==> config.mk <==
export PLATFORM = sky130hd
export DESIGN_NAME = armed_pd_balance_controller_core_flat
export DESIGN_NICKNAME = d
export VERILOG_FILES = /design/src/hw/rtl/apbc_pkg.sv /design/src/hw/rtl/apbc_if.sv /design/src/hw/rtl/apbc_cfg.sv /design/src/hw/rtl/apbc_ctrl.sv /design/src/hw/rtl/apbc_dp.sv /design/src/hw/rtl/armed_pd_balance_controller_core.sv /design/src/flat_wrapper.sv
export SDC_FILE = /design/constraint.sdc
export NUM_CORES = 2
export LEC_CHECK = 0
export BUFFER_PORTS_ARGS = -buffer_cell sky130_fd_sc_hd__buf_2
export CORE_MARGIN = 4
export CORE_UTILIZATION = 56
export CTS_BUF_LIST = sky130_fd_sc_hd__clkbuf_4
export CTS_CLUSTER_DIAMETER = 120
export CTS_CLUSTER_SIZE = 28
export DETAILED_ROUTE_END_ITERATION = 6
export GPL_ROUTABILITY_DRIVEN = 0
export PLACE_DENSITY = 0.83
export SKIP_LAST_GASP = 1
export SLEW_MARGIN = 5
export SYNTH_ARGS = -nofsm -noshare
export SYNTH_HDL_FRONTEND = slang
export SYNTH_SLANG_ARGS = --single-unit
==> constraint.sdc <==
create_clock -name clk -period 28.6 [get_ports clk]
set_input_delay 1.43 -clock clk [delete_from_list [all_inputs] [get_ports clk]]
set_output_delay 1.43 -clock clk [all_outputs]
set_load 0.02 [all_outputs]
==> src/hw/rtl/apbc_pkg.sv <==
// Shared types, constants and helpers for the armed PD balance controller.
package apbc_pkg;

    // Field and register widths
    localparam int CFG_IDX_W  = 3;
    localparam int CFG_DATA_W = 24;
    localparam int ANGLE_W    = 17;
    localparam int RATE_W     = 20;
    localparam int IVL_W      = 20;
    localparam int TIME_W     = 32;
    localparam int DRIVE_W    = 25;
    localparam int MODE_W     = 2;
    localparam int GAIN_W     = 24;
    localparam int WIN_W      = 16;
    localparam int LIMIT_W    = 24;
    localparam int FILT_W     = 28;

    // Register indexes on the config port
    typedef enum logic [CFG_IDX_W-1:0] {
        REG_PROP_GAIN    = 3'd0,
        REG_DERIV_GAIN   = 3'd1,
        REG_TARGET_ANGLE = 3'd2,
        REG_ARM_WINDOW   = 3'd3,
        REG_DISARM_THR   = 3'd4,
        REG_HOLD_TIME    = 3'd5,
        REG_DRIVE_LIMIT  = 3'd6,
        REG_SLEW_RATE    = 3'd7
    } cfg_reg_t;

    // Register reset values
    localparam logic [GAIN_W-1:0]  RST_PROP_GAIN    = 24'd65536;
    localparam logic [GAIN_W-1:0]  RST_DERIV_GAIN   = 24'd3277;
    localparam logic [ANGLE_W-1:0] RST_TARGET_ANGLE = 17'd23040;
    localparam logic [WIN_W-1:0]   RST_ARM_WINDOW   = 16'd2560;
    localparam logic [WIN_W-1:0]   RST_DISARM_THR   = 16'd4352;
    localparam logic [WIN_W-1:0]   RST_HOLD_TIME    = 16'd200;
    localparam logic [LIMIT_W-1:0] RST_DRIVE_LIMIT  = 24'd5120000;
    localparam logic [LIMIT_W-1:0] RST_SLEW_RATE    = 24'd1024000;

    // Loop constants
    localparam logic [RATE_W-1:0]  RATE_ARM_LIMIT    = 20'd15360;
    localparam logic [IVL_W-1:0]   DEFAULT_PERIOD_US = 20'd10000;
    localparam logic [WIN_W-1:0]   MIN_HOLD_MS       = 16'd50;
    localparam logic [LIMIT_W-1:0] MIN_LIMIT         = 24'd256;
    localparam logic [WIN_W:0]     DISARM_MARGIN     = 17'd256;

    localparam logic signed [8:0]        FILT_KEEP  = 9'sd218;
    localparam logic signed [14:0]       FILT_NEW   = 15'sd9728;   // 38 * 256
    localparam logic signed [FILT_W-1:0] FILT_MAX   = 28'sh7FFFFFF;
    localparam logic signed [FILT_W-1:0] FILT_MIN   = 28'h8000000;
    localparam logic signed [FILT_W-1:0] RATE_DEAD  = 28'sd65536;
    localparam logic signed [17:0]       ERR_DEAD   = 18'sd128;
    localparam logic signed [29:0]       DRIVE_DEAD = 30'sd38;
    localparam logic signed [8:0]        BLEED_NUM  = 9'sd225;

    // Slew step = floor(slew*dt / 10^6) = floor((slew*dt >> 6) / 15625)
    localparam logic [13:0] SLEW_DIV_ODD = 14'd15625;
    localparam logic [24:0] SLEW_RECIP   = 25'd17592186;            // floor(2^38/15625)

    // Mode codes on the result channel
    localparam logic [MODE_W-1:0] MODE_CODE_DISABLED = 2'd0;
    localparam logic [MODE_W-1:0] MODE_CODE_ARMING   = 2'd1;
    localparam logic [MODE_W-1:0] MODE_CODE_ENABLED  = 2'd2;
    localparam logic [MODE_W-1:0] MODE_CODE_RESERVED = 2'd3;

    typedef enum logic [2:0] {
        LOOP_DISABLED = 3'b001,
        LOOP_ARMING   = 3'b010,
        LOOP_ENABLED  = 3'b100
    } loop_mode_t;

    // Operand select of the shared multiplier
    typedef enum logic [1:0] {
        MUL_SLEW  = 2'd0,
        MUL_RECIP = 2'd1,
        MUL_PROP  = 2'd2,
        MUL_DERIV = 2'd3
    } mul_sel_t;

    typedef struct packed {
        logic     load;
        logic     eval;
        mul_sel_t mul_sel;
        logic     div_load;
        logic     div_split;
        logic     div_fix;
        logic     acc_prop;
        logic     law;
        logic     shape;
        logic     slew;
        logic     emit;
    } cmd_t;

    typedef struct packed {
        logic run_law;
        logic out_free;
    } status_t;

    // Effective register values, minimums already applied
    typedef struct packed {
        logic signed [GAIN_W-1:0]  prop_gain;
        logic signed [GAIN_W-1:0]  deriv_gain;
        logic signed [ANGLE_W-1:0] target_angle;
        logic [WIN_W-1:0]          arm_window;
        logic [WIN_W:0]            disarm_thr;
        logic [WIN_W-1:0]          hold_ms;
        logic [LIMIT_W-1:0]        drive_limit;
        logic [LIMIT_W-1:0]        slew_rate;
    } cfg_t;

    function automatic logic [MODE_W-1:0] mode_code(loop_mode_t m);
        logic [MODE_W-1:0] c;
        case (m)
            LOOP_ARMING:  c = MODE_CODE_ARMING;
            LOOP_ENABLED: c = MODE_CODE_ENABLED;
            default:      c = MODE_CODE_DISABLED;
        endcase
        return c;
    endfunction

endpackage

==> src/hw/rtl/apbc_if.sv <==
// Valid/ready channel interfaces for sensor beats and drive result beats.
interface apbc_in_if;
    logic                                 valid;
    logic                                 ready;
    logic                                 sample_valid;
    logic signed [apbc_pkg::ANGLE_W-1:0]  roll_angle;
    logic signed [apbc_pkg::RATE_W-1:0]   roll_rate;
    logic [apbc_pkg::IVL_W-1:0]           interval_us;
    logic [apbc_pkg::TIME_W-1:0]          time_ms;

    modport source (output valid, sample_valid, roll_angle, roll_rate, interval_us, time_ms,
                    input ready);
    modport sink   (input valid, sample_valid, roll_angle, roll_rate, interval_us, time_ms,
                    output ready);
endinterface

interface apbc_out_if;
    logic                                 valid;
    logic                                 ready;
    logic signed [apbc_pkg::DRIVE_W-1:0]  drive;
    logic [apbc_pkg::MODE_W-1:0]          mode;
    logic [apbc_pkg::IVL_W-1:0]           interval_out_us;

    modport source (output valid, drive, mode, interval_out_us, input ready);
    modport sink   (input valid, drive, mode, interval_out_us, output ready);
endinterface

==> src/hw/rtl/apbc_cfg.sv <==
// Configuration register file with minimum enforcement on the derived values.
module apbc_cfg
(
    input  logic                                clk,
    input  logic                                rst_n,
    input  logic                                wr_en,
    input  logic [apbc_pkg::CFG_IDX_W-1:0]      index,
    input  logic [apbc_pkg::CFG_DATA_W-1:0]     data,
    output apbc_pkg::cfg_t                      cfg
);

    logic [apbc_pkg::GAIN_W-1:0]  prop_gain_reg;
    logic [apbc_pkg::GAIN_W-1:0]  deriv_gain_reg;
    logic [apbc_pkg::ANGLE_W-1:0] target_reg;
    logic [apbc_pkg::WIN_W-1:0]   window_reg;
    logic [apbc_pkg::WIN_W-1:0]   disarm_reg;
    logic [apbc_pkg::WIN_W-1:0]   hold_reg;
    logic [apbc_pkg::LIMIT_W-1:0] limit_reg;
    logic [apbc_pkg::LIMIT_W-1:0] slew_reg;
    logic [apbc_pkg::WIN_W:0]     win_plus;

    // Register writes
    always_ff @(posedge clk or negedge rst_n)
    begin
        if (!rst_n)
        begin
            prop_gain_reg  <= apbc_pkg::RST_PROP_GAIN;
            deriv_gain_reg <= apbc_pkg::RST_DERIV_GAIN;
            target_reg     <= apbc_pkg::RST_TARGET_ANGLE;
            window_reg     <= apbc_pkg::RST_ARM_WINDOW;
            disarm_reg     <= apbc_pkg::RST_DISARM_THR;
            hold_reg       <= apbc_pkg::RST_HOLD_TIME;
            limit_reg      <= apbc_pkg::RST_DRIVE_LIMIT;
            slew_reg       <= apbc_pkg::RST_SLEW_RATE;
        end
        else if (wr_en)
        begin
            case (apbc_pkg::cfg_reg_t'(index))
                apbc_pkg::REG_PROP_GAIN:    prop_gain_reg  <= data;
                apbc_pkg::REG_DERIV_GAIN:   deriv_gain_reg <= data;
                apbc_pkg::REG_TARGET_ANGLE: target_reg     <= data[apbc_pkg::ANGLE_W-1:0];
                apbc_pkg::REG_ARM_WINDOW:   window_reg     <= data[apbc_pkg::WIN_W-1:0];
                apbc_pkg::REG_DISARM_THR:   disarm_reg     <= data[apbc_pkg::WIN_W-1:0];
                apbc_pkg::REG_HOLD_TIME:    hold_reg       <= data[apbc_pkg::WIN_W-1:0];
                apbc_pkg::REG_DRIVE_LIMIT:  limit_reg      <= data;
                apbc_pkg::REG_SLEW_RATE:    slew_reg       <= data;
                default:                    ;
            endcase
        end
    end

    // Effective values: disarm at least window + 1 deg, hold and limit floored
    assign win_plus = {1'b0, window_reg} + apbc_pkg::DISARM_MARGIN;

    always_comb
    begin
        cfg.prop_gain    = $signed(prop_gain_reg);
        cfg.deriv_gain   = $signed(deriv_gain_reg);
        cfg.target_angle = $signed(target_reg);
        cfg.arm_window   = window_reg;
        cfg.disarm_thr   = ({1'b0, disarm_reg} < win_plus) ? win_plus : {1'b0, disarm_reg};
        cfg.hold_ms      = (hold_reg < apbc_pkg::MIN_HOLD_MS) ? apbc_pkg::MIN_HOLD_MS : hold_reg;
        cfg.drive_limit  = (limit_reg < apbc_pkg::MIN_LIMIT) ? apbc_pkg::MIN_LIMIT : limit_reg;
        cfg.slew_rate    = slew_reg;
    end

endmodule

==> src/hw/rtl/apbc_ctrl.sv <==
// Sequencer that steps the datapath through one control period per beat.
module apbc_ctrl
(
    input  logic                 clk,
    input  logic                 rst_n,
    input  logic                 in_valid,
    output logic                 in_ready,
    input  apbc_pkg::status_t    status,
    output apbc_pkg::cmd_t       cmd
);

    typedef enum logic [8:0] {
        ST_IDLE  = 9'b000000001,
        ST_EVAL  = 9'b000000010,
        ST_STEP  = 9'b000000100,
        ST_PTERM = 9'b000001000,
        ST_DTERM = 9'b000010000,
        ST_LAW   = 9'b000100000,
        ST_SHAPE = 9'b001000000,
        ST_SLEW  = 9'b010000000,
        ST_OUT   = 9'b100000000
    } state_t;

    state_t state_reg;
    state_t state_next;

    always_ff @(posedge clk or negedge rst_n)
    begin
        if (!rst_n)
            state_reg <= ST_IDLE;
        else
            state_reg <= state_next;
    end

    // Next state
    always_comb
    begin
        state_next = state_reg;
        case (state_reg)
            ST_IDLE:  if (in_valid) state_next = ST_EVAL;
            ST_EVAL:  state_next = status.run_law ? ST_STEP : ST_OUT;
            ST_STEP:  state_next = ST_PTERM;
            ST_PTERM: state_next = ST_DTERM;
            ST_DTERM: state_next = ST_LAW;
            ST_LAW:   state_next = ST_SHAPE;
            ST_SHAPE: state_next = ST_SLEW;
            ST_SLEW:  state_next = ST_OUT;
            ST_OUT:   if (status.out_free) state_next = ST_IDLE;
            default:  state_next = ST_IDLE;
        endcase
    end

    assign in_ready = (state_reg == ST_IDLE);

    // Datapath commands
    always_comb
    begin
        cmd           = '0;
        cmd.mul_sel   = apbc_pkg::MUL_SLEW;
        cmd.load      = (state_reg == ST_IDLE) && in_valid;
        cmd.eval      = (state_reg == ST_EVAL);
        cmd.div_load  = (state_reg == ST_STEP);
        cmd.div_split = (state_reg == ST_PTERM);
        cmd.div_fix   = (state_reg == ST_DTERM) || (state_reg == ST_LAW);
        cmd.acc_prop  = (state_reg == ST_DTERM);
        cmd.law       = (state_reg == ST_LAW);
        cmd.shape     = (state_reg == ST_SHAPE);
        cmd.slew      = (state_reg == ST_SLEW);
        cmd.emit      = (state_reg == ST_OUT) && status.out_free;
        case (state_reg)
            ST_STEP:  cmd.mul_sel = apbc_pkg::MUL_RECIP;
            ST_PTERM: cmd.mul_sel = apbc_pkg::MUL_PROP;
            ST_DTERM: cmd.mul_sel = apbc_pkg::MUL_DERIV;
            default:  cmd.mul_sel = apbc_pkg::MUL_SLEW;
        endcase
    end

endmodule

==> src/hw/rtl/apbc_dp.sv <==
// Datapath: mode machine, rate filter, shared multiplier, PD law, shaping, result register.
module apbc_dp
(
    input  logic                                   clk,
    input  logic                                   rst_n,
    input  apbc_pkg::cmd_t                         cmd,
    input  apbc_pkg::cfg_t                         cfg,
    input  logic                                   sample_valid,
    input  logic signed [apbc_pkg::ANGLE_W-1:0]    roll_angle,
    input  logic signed [apbc_pkg::RATE_W-1:0]     roll_rate,
    input  logic [apbc_pkg::IVL_W-1:0]             interval_us,
    input  logic [apbc_pkg::TIME_W-1:0]            time_ms,
    output apbc_pkg::status_t                      status,
    apbc_out_if.source                             actuator
);

    // Captured beat
    logic                                  valid_in_reg;
    logic signed [apbc_pkg::ANGLE_W-1:0]   angle_reg;
    logic signed [apbc_pkg::RATE_W-1:0]    rate_reg;
    logic [apbc_pkg::IVL_W-1:0]            interval_reg;
    logic [apbc_pkg::TIME_W-1:0]           now_reg;

    // Loop state
    apbc_pkg::loop_mode_t                  mode_reg;
    apbc_pkg::loop_mode_t                  mode_next;
    logic [apbc_pkg::TIME_W-1:0]           entry_reg;
    logic signed [apbc_pkg::DRIVE_W-1:0]   last_drive_reg;
    logic signed [apbc_pkg::FILT_W-1:0]    filt_reg;

    // Work registers
    logic signed [55:0]                    mul_reg;
    logic signed [17:0]                    err_db_reg;
    logic signed [apbc_pkg::FILT_W-1:0]    fdb_reg;
    logic [37:0]                           y_reg;
    logic [24:0]                           q_reg;
    logic [16:0]                           rem_reg;
    logic signed [53:0]                    acc_reg;
    logic signed [29:0]                    u_reg;
    logic signed [apbc_pkg::DRIVE_W-1:0]   ushape_reg;

    // Result register
    logic                                  out_valid_reg;
    logic signed [apbc_pkg::DRIVE_W-1:0]   out_drive_reg;
    logic [apbc_pkg::MODE_W-1:0]           out_mode_reg;
    logic [apbc_pkg::IVL_W-1:0]            out_ivl_reg;

    // Mode evaluation signals
    logic signed [17:0]                    err;
    logic [17:0]                           err_abs;
    logic [apbc_pkg::RATE_W-1:0]           rate_abs;
    logic                                  in_window;
    logic                                  hold_ok;
    logic                                  too_far;
    logic [apbc_pkg::TIME_W-1:0]           elapsed;
    logic                                  run_law;
    logic                                  enter_arm;
    logic                                  enable_edge;

    // Filter signals
    logic signed [37:0]                    filt_sum;
    logic signed [37:0]                    filt_shift;
    logic signed [apbc_pkg::FILT_W-1:0]    filt_new;

    // Multiplier and divide signals
    logic [apbc_pkg::IVL_W-1:0]            dt;
    logic signed [27:0]                    op_a;
    logic signed [27:0]                    op_b;
    logic signed [55:0]                    mul_full;
    logic [24:0]                           q_est;
    logic [37:0]                           rem_full;
    logic signed [53:0]                    law_diff;

    // Shaping signals
    logic signed [29:0]                    lim_s;
    logic signed [apbc_pkg::DRIVE_W-1:0]   shaped;
    logic signed [33:0]                    bleed_prod;
    logic signed [25:0]                    bleed_q;
    logic signed [26:0]                    delta;
    logic signed [26:0]                    step_s;
    logic signed [26:0]                    slewed;
    logic signed [apbc_pkg::DRIVE_W-1:0]   drive_next;

    // Beat capture
    always_ff @(posedge clk)
    begin
        if (cmd.load)
        begin
            valid_in_reg <= sample_valid;
            angle_reg    <= roll_angle;
            rate_reg     <= roll_rate;
            interval_reg <= interval_us;
            now_reg      <= time_ms;
        end
    end

    // Window tests and mode transitions
    assign err      = 18'(cfg.target_angle) - 18'(angle_reg);
    assign err_abs  = err[17] ? 18'(-err) : 18'(err);
    assign rate_abs = rate_reg[apbc_pkg::RATE_W-1] ? apbc_pkg::RATE_W'(-rate_reg)
                                                   : apbc_pkg::RATE_W'(rate_reg);
    assign in_window = (err_abs <= {2'b00, cfg.arm_window})
                       && (rate_abs <= apbc_pkg::RATE_ARM_LIMIT);
    assign elapsed  = now_reg - entry_reg;
    assign hold_ok  = elapsed >= {16'b0, cfg.hold_ms};
    assign too_far  = err_abs >= {1'b0, cfg.disarm_thr};

    always_comb
    begin
        case (mode_reg)
            apbc_pkg::LOOP_ARMING:
                mode_next = !in_window ? apbc_pkg::LOOP_DISABLED
                          : (hold_ok ? apbc_pkg::LOOP_ENABLED : apbc_pkg::LOOP_ARMING);
            apbc_pkg::LOOP_ENABLED:
                mode_next = too_far ? apbc_pkg::LOOP_DISABLED : apbc_pkg::LOOP_ENABLED;
            default:
                mode_next = in_window ? apbc_pkg::LOOP_ARMING : apbc_pkg::LOOP_DISABLED;
        endcase
        if (!valid_in_reg)
            mode_next = apbc_pkg::LOOP_DISABLED;
    end

    assign run_law     = valid_in_reg && (mode_next == apbc_pkg::LOOP_ENABLED);
    assign enter_arm   = valid_in_reg && (mode_reg != apbc_pkg::LOOP_ARMING)
                         && (mode_reg != apbc_pkg::LOOP_ENABLED) && in_window;
    assign enable_edge = valid_in_reg && (mode_reg == apbc_pkg::LOOP_ARMING)
                         && (mode_next == apbc_pkg::LOOP_ENABLED);

    // Rate filter: f = floor((218*f + 38*256*rate) / 256), saturated to 28 bits
    assign filt_sum   = 38'(apbc_pkg::FILT_KEEP) * 38'(filt_reg)
                      + 38'(apbc_pkg::FILT_NEW) * 38'(rate_reg);
    assign filt_shift = filt_sum >>> 8;

    always_comb
    begin
        if (filt_shift > 38'(apbc_pkg::FILT_MAX))
            filt_new = apbc_pkg::FILT_MAX;
        else if (filt_shift < 38'(apbc_pkg::FILT_MIN))
            filt_new = apbc_pkg::FILT_MIN;
        else
            filt_new = filt_shift[apbc_pkg::FILT_W-1:0];
    end

    // Shared 28x28 multiplier
    assign dt = (interval_reg == '0) ? apbc_pkg::DEFAULT_PERIOD_US : interval_reg;

    always_comb
    begin
        case (cmd.mul_sel)
            apbc_pkg::MUL_RECIP:
            begin
                op_a = $signed({2'b00, mul_reg[43:18]});
                op_b = $signed({3'b000, apbc_pkg::SLEW_RECIP});
            end
            apbc_pkg::MUL_PROP:
            begin
                op_a = 28'(cfg.prop_gain);
                op_b = 28'(err_db_reg);
            end
            apbc_pkg::MUL_DERIV:
            begin
                op_a = 28'(cfg.deriv_gain);
                op_b = fdb_reg;
            end
            default:
            begin
                op_a = $signed({4'b0000, cfg.slew_rate});
                op_b = $signed({8'b0, dt});
            end
        endcase
    end

    assign mul_full = op_a * op_b;

    always_ff @(posedge clk)
    begin
        mul_reg <= mul_full;
    end

    // Loop state update
    always_ff @(posedge clk or negedge rst_n)
    begin
        if (!rst_n)
        begin
            mode_reg       <= apbc_pkg::LOOP_DISABLED;
            entry_reg      <= '0;
            last_drive_reg <= '0;
            filt_reg       <= '0;
        end
        else if (cmd.eval)
        begin
            mode_reg <= mode_next;
            if (enter_arm)
                entry_reg <= now_reg;
            if (run_law)
                filt_reg <= filt_new;
            if (!run_law || enable_edge)
                last_drive_reg <= '0;
        end
        else if (cmd.slew)
        begin
            last_drive_reg <= drive_next;
        end
    end

    // Deadbanded error and filtered rate
    always_ff @(posedge clk)
    begin
        if (cmd.eval)
        begin
            err_db_reg <= ((err < apbc_pkg::ERR_DEAD) && (err > -apbc_pkg::ERR_DEAD)) ? '0 : err;
            fdb_reg    <= ((filt_new < apbc_pkg::RATE_DEAD) && (filt_new > -apbc_pkg::RATE_DEAD))
                          ? '0 : filt_new;
        end
    end

    // Slew step: reciprocal estimate, then up to two remainder corrections
    assign q_est    = mul_reg[50:26];
    assign rem_full = y_reg - 38'(q_est) * 38'(apbc_pkg::SLEW_DIV_ODD);

    always_ff @(posedge clk)
    begin
        if (cmd.div_load)
            y_reg <= mul_reg[43:6];
        if (cmd.div_split)
        begin
            q_reg   <= q_est;
            rem_reg <= rem_full[16:0];
        end
        else if (cmd.div_fix && (rem_reg >= 17'(apbc_pkg::SLEW_DIV_ODD)))
        begin
            q_reg   <= q_reg + 25'd1;
            rem_reg <= rem_reg - 17'(apbc_pkg::SLEW_DIV_ODD);
        end
    end

    // PD law: u = floor((kp*e*256 - kd*f) / 2^24)
    assign law_diff = acc_reg - 54'($signed(mul_reg[51:0]));

    always_ff @(posedge clk)
    begin
        if (cmd.acc_prop)
            acc_reg <= {{4{mul_reg[41]}}, mul_reg[41:0], 8'b0};
        if (cmd.law)
            u_reg <= law_diff[53:24];
        if (cmd.shape)
            ushape_reg <= shaped;
    end

    // Drive deadband and clamp
    assign lim_s = $signed({6'b0, cfg.drive_limit});

    always_comb
    begin
        if ((u_reg <= apbc_pkg::DRIVE_DEAD) && (u_reg >= -apbc_pkg::DRIVE_DEAD))
            shaped = '0;
        else if (u_reg > lim_s)
            shaped = apbc_pkg::DRIVE_W'(lim_s);
        else if (u_reg < -lim_s)
            shaped = apbc_pkg::DRIVE_W'(-lim_s);
        else
            shaped = u_reg[apbc_pkg::DRIVE_W-1:0];
    end

    // Bleed toward zero (truncating) or slew-limited move toward u
    assign bleed_prod = 34'(last_drive_reg) * 34'(apbc_pkg::BLEED_NUM);
    assign bleed_q    = 26'(bleed_prod >>> 8)
                      + 26'((bleed_prod[33] && (bleed_prod[7:0] != 8'd0)) ? 1 : 0);
    assign delta      = 27'(ushape_reg) - 27'(last_drive_reg);
    assign step_s     = $signed({2'b00, q_reg});

    always_comb
    begin
        if (delta > step_s)
            slewed = 27'(last_drive_reg) + step_s;
        else if (delta < -step_s)
            slewed = 27'(last_drive_reg) - step_s;
        else
            slewed = 27'(ushape_reg);

        if (ushape_reg == '0)
        begin
            if ((30'(bleed_q) <= apbc_pkg::DRIVE_DEAD) && (30'(bleed_q) >= -apbc_pkg::DRIVE_DEAD))
                drive_next = '0;
            else
                drive_next = bleed_q[apbc_pkg::DRIVE_W-1:0];
        end
        else
        begin
            drive_next = slewed[apbc_pkg::DRIVE_W-1:0];
        end
    end

    // Result register
    always_ff @(posedge clk or negedge rst_n)
    begin
        if (!rst_n)
            out_valid_reg <= 1'b0;
        else if (cmd.emit)
            out_valid_reg <= 1'b1;
        else if (actuator.ready)
            out_valid_reg <= 1'b0;
    end

    always_ff @(posedge clk)
    begin
        if (cmd.emit)
        begin
            out_drive_reg <= last_drive_reg;
            out_mode_reg  <= apbc_pkg::mode_code(mode_reg);
            out_ivl_reg   <= valid_in_reg ? interval_reg : apbc_pkg::DEFAULT_PERIOD_US;
        end
    end

    assign actuator.valid           = out_valid_reg;
    assign actuator.drive           = out_drive_reg;
    assign actuator.mode            = out_mode_reg;
    assign actuator.interval_out_us = out_ivl_reg;

    assign status.run_law  = run_law;
    assign status.out_free = !out_valid_reg || actuator.ready;

endmodule

==> src/hw/rtl/armed_pd_balance_controller_core.sv <==
// Top level of the armed PD balance controller: config, sequencer and datapath.
//
//  channel    dir   beat contents
//  ---------  ----  ------------------------------------------------------------
//  sensor     in    sample_valid, roll_angle, roll_rate, interval_us, time_ms
//  actuator   out   drive, mode, interval_out_us
//  cfg_*      in    cfg_wr_en, cfg_index, cfg_data (write only)
//
//  A beat with the loop enabled steps from one accept to the next through idle,
//  mode eval with slew multiply, reciprocal multiply, P term, D term, law,
//  shaping, slew and result; otherwise through idle, eval and result. The single
//  shared 28x28 multiplier gives each multiply its own state. Reset clears the
//  loop state and the registers to their defaults. A result waiting in the output
//  register does not block the next accept; the sequencer holds in its result
//  state only while that register is still full and not taken.
module armed_pd_balance_controller_core
(
    input  logic                              clk,
    input  logic                              rst_n,
    apbc_in_if.sink                           sensor,
    apbc_out_if.source                        actuator,
    input  logic                              cfg_wr_en,
    input  logic [apbc_pkg::CFG_IDX_W-1:0]    cfg_index,
    input  logic [apbc_pkg::CFG_DATA_W-1:0]   cfg_data
);

    apbc_pkg::cfg_t     cfg;
    apbc_pkg::cmd_t     cmd;
    apbc_pkg::status_t  status;
    logic               in_ready;

    apbc_cfg u_cfg
    (
        .clk   (clk),
        .rst_n (rst_n),
        .wr_en (cfg_wr_en),
        .index (cfg_index),
        .data  (cfg_data),
        .cfg   (cfg)
    );

    apbc_ctrl u_ctrl
    (
        .clk      (clk),
        .rst_n    (rst_n),
        .in_valid (sensor.valid),
        .in_ready (in_ready),
        .status   (status),
        .cmd      (cmd)
    );

    apbc_dp u_dp
    (
        .clk          (clk),
        .rst_n        (rst_n),
        .cmd          (cmd),
        .cfg          (cfg),
        .sample_valid (sensor.sample_valid),
        .roll_angle   (sensor.roll_angle),
        .roll_rate    (sensor.roll_rate),
        .interval_us  (sensor.interval_us),
        .time_ms      (sensor.time_ms),
        .status       (status),
        .actuator     (actuator)
    );

    assign sensor.ready = in_ready;

    // An accepted beat is evaluated in the next cycle
    a_accept_eval: assert property (@(posedge clk) disable iff (!rst_n)
        (sensor.valid && sensor.ready) |=> cmd.eval)
        else $error("accepted beat not evaluated");

    // A loaded result shows up on the output channel
    a_emit_valid: assert property (@(posedge clk) disable iff (!rst_n)
        cmd.emit |=> actuator.valid)
        else $error("result not presented");

    // Drive is zero unless the loop is enabled
    a_drive_gated: assert property (@(posedge clk) disable iff (!rst_n)
        (actuator.valid && (actuator.mode != apbc_pkg::MODE_CODE_ENABLED))
            |-> (actuator.drive == '0))
        else $error("nonzero drive while not enabled");

    // The reserved mode code is never reported
    a_mode_code: assert property (@(posedge clk) disable iff (!rst_n)
        actuator.valid |-> (actuator.mode != apbc_pkg::MODE_CODE_RESERVED))
        else $error("reserved mode code reported");

endmodule
==> src/flat_wrapper.sv <==
// flat-port wrapper written by rule: the top's interface ports become plain ports
module armed_pd_balance_controller_core_flat 
  (clk, rst_n, cfg_wr_en, cfg_index, cfg_data, sensor_valid, sensor_sample_valid, sensor_roll_angle, sensor_roll_rate, sensor_interval_us, sensor_time_ms, sensor_ready, actuator_valid, actuator_drive, actuator_mode, actuator_interval_out_us, actuator_ready);
  apbc_in_if sensor_i ();
  apbc_out_if actuator_i ();
  input  logic clk;
  input  logic rst_n;
  input  logic cfg_wr_en;
  input  logic [apbc_pkg::CFG_IDX_W-1:0] cfg_index;
  input  logic [apbc_pkg::CFG_DATA_W-1:0] cfg_data;
  input wire logic [$bits(sensor_i.valid)-1:0] sensor_valid;
  input wire logic [$bits(sensor_i.sample_valid)-1:0] sensor_sample_valid;
  input wire logic [$bits(sensor_i.roll_angle)-1:0] sensor_roll_angle;
  input wire logic [$bits(sensor_i.roll_rate)-1:0] sensor_roll_rate;
  input wire logic [$bits(sensor_i.interval_us)-1:0] sensor_interval_us;
  input wire logic [$bits(sensor_i.time_ms)-1:0] sensor_time_ms;
  output wire logic [$bits(sensor_i.ready)-1:0] sensor_ready;
  output wire logic [$bits(actuator_i.valid)-1:0] actuator_valid;
  output wire logic [$bits(actuator_i.drive)-1:0] actuator_drive;
  output wire logic [$bits(actuator_i.mode)-1:0] actuator_mode;
  output wire logic [$bits(actuator_i.interval_out_us)-1:0] actuator_interval_out_us;
  input wire logic [$bits(actuator_i.ready)-1:0] actuator_ready;
  assign sensor_i.valid = sensor_valid;
  assign sensor_i.sample_valid = sensor_sample_valid;
  assign sensor_i.roll_angle = sensor_roll_angle;
  assign sensor_i.roll_rate = sensor_roll_rate;
  assign sensor_i.interval_us = sensor_interval_us;
  assign sensor_i.time_ms = sensor_time_ms;
  assign sensor_ready = sensor_i.ready;
  assign actuator_valid = actuator_i.valid;
  assign actuator_drive = actuator_i.drive;
  assign actuator_mode = actuator_i.mode;
  assign actuator_interval_out_us = actuator_i.interval_out_us;
  assign actuator_i.ready = actuator_ready;
  armed_pd_balance_controller_core u_core (.clk(clk), .rst_n(rst_n), .sensor(sensor_i), .actuator(actuator_i), .cfg_wr_en(cfg_wr_en), .cfg_index(cfg_index), .cfg_data(cfg_data));
endmodule
==> summary.md <==
| Metric | Value |
|---|---|
| Status | complete, but fails checks |
| Failing checks | design-rule violations |
| CP Depth | 39 |
| Setup tns final | 0 ns |
| Maximum clock rate | between 70 and 80 MHz |
| First-pass GRT wire length | ~370000 µm |
| # rows | between 100 and 150 |
| Yosys reg bits | 649 |
| Pin count of the biggest net entering global routing | 123 |
| Hold Fails Final Rpt | 0 |
| Yosys warns | 0 |
| CP required | 29.60 ns |
| Crit end category | flip-flop |
| Final worst path period share | 0.4427 |
| H-tree levels | 2 |
| Post-synth EDFFs | 338 |
| Drt pass-1 iters | 7 |
| R2R depth | 39 |
| RSZ-0062 raised after global routing | false |
| Critical Path Source | u_core.u_ctrl.state_reg[7] |
| Setup Crit Path Kind | flip-flop to flip-flop |
| Buf+Inv Stages, Crit Path | 10 |
| Ys async rst share | 0.3991 |
| # DRC | 37 |
| Post-DP HPWL | around 190000 µm |
| CTS tree | yes |
| Syn_area_per_cell | roughly 9.4 µm² |
| Grt total ovfl | 0 |
| Post-Route WL | 236500 µm |
| Cells after synthesis | between 8000 and 9000 |
| Fin nets | 10545 |
| Crit path largest cell delay | slightly below 0.7 ns |
| Total GRT Usage | 0.3124 |
| Synth Cell Area | a little over 80000 µm² |
| Sequential-to-total area share from yosys stat | 0.2199 |
| Vias/cell | 6.170 |
| Share of cells above drive strength 1 | 0.07999 |
| Routed Antenna Nets | 0 |
| Most common cell on crit path | fa_1 |
| Core Region | approximately 140000 µm² |
| DIE HEIGHT | slightly below 400 µm |
| Slowest cell on crit path | or4b_2 |
| Total CTS buffers | 34 |
| FF-to-FF Start | u_core.u_ctrl.state_reg[7] |
| Relative slew slack | 0.05501 |
| CTS max path bufs | 3 |
| # IOs | 171 |
| Initial Utilization | 0.5661 |
| Die ar. | 150000 µm² |
| Number of distinct library cells after synthesis | 101 |
| Avg WL per Cell | 22.47 µm |
| Fin crit period | roughly 13 ns |
| # clock sinks | roughly 650 |
| Setup Skew | 0.1243 ns |
| Max-slew violation count | 0 |
| CTS resizes | 0 |
| Max-Cap Viols | 0 |
| Clock Latency Late Sink | 1.06 ns |
| Initial antenna violation count | 26 |
| Fill count | 11365 |
| Vias in the first global route | 67317 |
| CTS clock-pin slew for the worst setup and hold paths | between 0.2 and 0.3 ns |
| CTS Hold Bufs | 0 |
| Max reg flops | 52 |
| Crit path arrival time | between 10 and 15 ns |
| PortBufs | 170 |
| Iter 0 DRT Violations | 6208 |
| Die X | 387.2 µm |
| Area grow syn2layout | 4.709% |
| Worst Tran Pin Value | around 1.4 ns |
| Setup violations, final | 0 |
| Postcts setup bufs | 0 |
| Crit path max-delay family | adder cells |
| Peak fanout along the critical path | 59 |
| Startpoint Class | flip-flop |
| Hold crit path type | input pin to async pin |
| Vias | between 60000 and 70000 |
| Root Buffer | clkbuf_4 |
| Leading register cell type out of synthesis | edfxtp_1 |
-- metal layers --
metal	share of wire	track usage	vias up	wire length, µm
li1	-	-	28414	-
met1	0.35	0.3724	31327	83470
met4	0.081	0.1976	8	19120
met2	0.44	0.4915	4032	104300
met5	0.00018	0.002233	-	43
met3	0.12	0.09827	1149	29550
-- stage by stage --
stage / hold slack [ns] / area, µm² / instances / setup WS [ns] / utilization
finish: 0.4307 / 84330 / 10524 / 15.94 / 0.5928
global route: 0.4596 / 84290 / 10506 / 15.64 / 0.5924
CTS: 0.4125 / 84280 / 10504 / 16.27 / 0.5924
detailed placement: 0.4272 / 83710 / 10442 / 16.29 / 0.5884
global placement: 0.4112 / 83710 / 10442 / 16.71 / 0.5884
floorplan: 0.4082 / 80560 / 8546 / 17.41 / -
-- cells in the mapped netlist (all sizes together), types with 70 or more instances --
library cell	n	area, µm²
xnor2	307	2704
fa	942	18860
o21ai	343	1758
nand4	79	494.2
nor3	115	586.8
clkbuf	231	867.1
a21o	212	1592
ha	893	11170
nand2	806	3025
nand3	117	585.6
and2	70	442.9
inv	1489	5589
mux2	216	2432
dfrtp	227	5680
nor2	582	2185
edfxtp	338	10150
a21oi	403	2017
xor2	103	902.1
mux2i	90	900.9
-- cell usage in the layout, fill, tap and decap left out, types with 45 or more instances in the layout --
cell	Yosys	final
nor3_1	114	112
mux2i_1	90	78
edfxtp_1	338	338
and3_1	56	56
a211oi_1	46	46
nor2_1	582	577
dfxtp_1	52	52
dfrtp_1	227	227
inv_1	1488	1488
ha_1	893	893
xnor2_1	305	305
o21ai_0	313	309
fa_1	942	942
xor2_1	103	103
o21bai_1	45	45
a21o_1	212	212
and2_1	67	66
nand3_1	117	117
buf_4	7	100
a21oi_1	403	398
nand2b_1	46	46
clkbuf_4	0	48
nor2b_1	69	68
o21a_1	69	69
mux2_2	215	215
nor4_1	49	49
nand2_1	806	805
nand4_1	79	79
buf_2	11	169
-- cell families after synthesis --
group / after synthesis / synth area share
other cells: 1 / 0.00004656
mux: 306 / 0.04138
fa+ha+maj: 1835 / 0.3729
compound gates: 1475 / 0.1189
xor+xnor: 410 / 0.04477
flops: 649 / 0.2199
simple gates: 2112 / 0.1197
buf+inv: 1753 / 0.08243
-- path summary, 6_finish.rpt --
kind,to,slack (ns)
setup / recovery,u_core.u_dp.mul_reg[51],15.94
hold / removal,u_core.u_dp.last_drive_reg[8],0.43
setup reg to reg,u_core.u_dp.mul_reg[51],15.94
hold reg to reg,u_core.u_dp.acc_reg[9],0.46
max in group asynchronous,u_core.u_cfg.prop_gain_reg[14],26.43
min in group clk,u_core.u_dp.acc_reg[9],0.46
-- cell type report --
cell class | count | area [µm²] | share of cell area
multi-input combinational | 6144 | 56440 | 0.6692
sequential | 649 | 17710 | 0.2100
inverter | 1489 | 5589 | 0.06627
tap | 1890 | 2365 | 0.02804
timing repair buffer | 270 | 1612 | 0.01911
clock buffer | 48 | 360.3 | 0.004273
clock inverter | 14 | 206.4 | 0.002448
antenna | 20 | 50.05 | 0.0005934
-- worst reg2reg max path: cells and delay by family (launching register included) --
family	cells	cell delay, ns
AO/OA/AOI/OAI	13	3.88
XOR/XNOR	1	0.13
adder cells (fa/ha/maj)	9	4.24
buffers and inverters	10	1.95
flip-flops	1	0.47
multiplexers	1	0.22
AND/OR/NAND/NOR	5	1.74
Power is left out: the tool's default activity adds up to more than one toggle a clock period on the data nets, which glitch-free logic cannot reach.
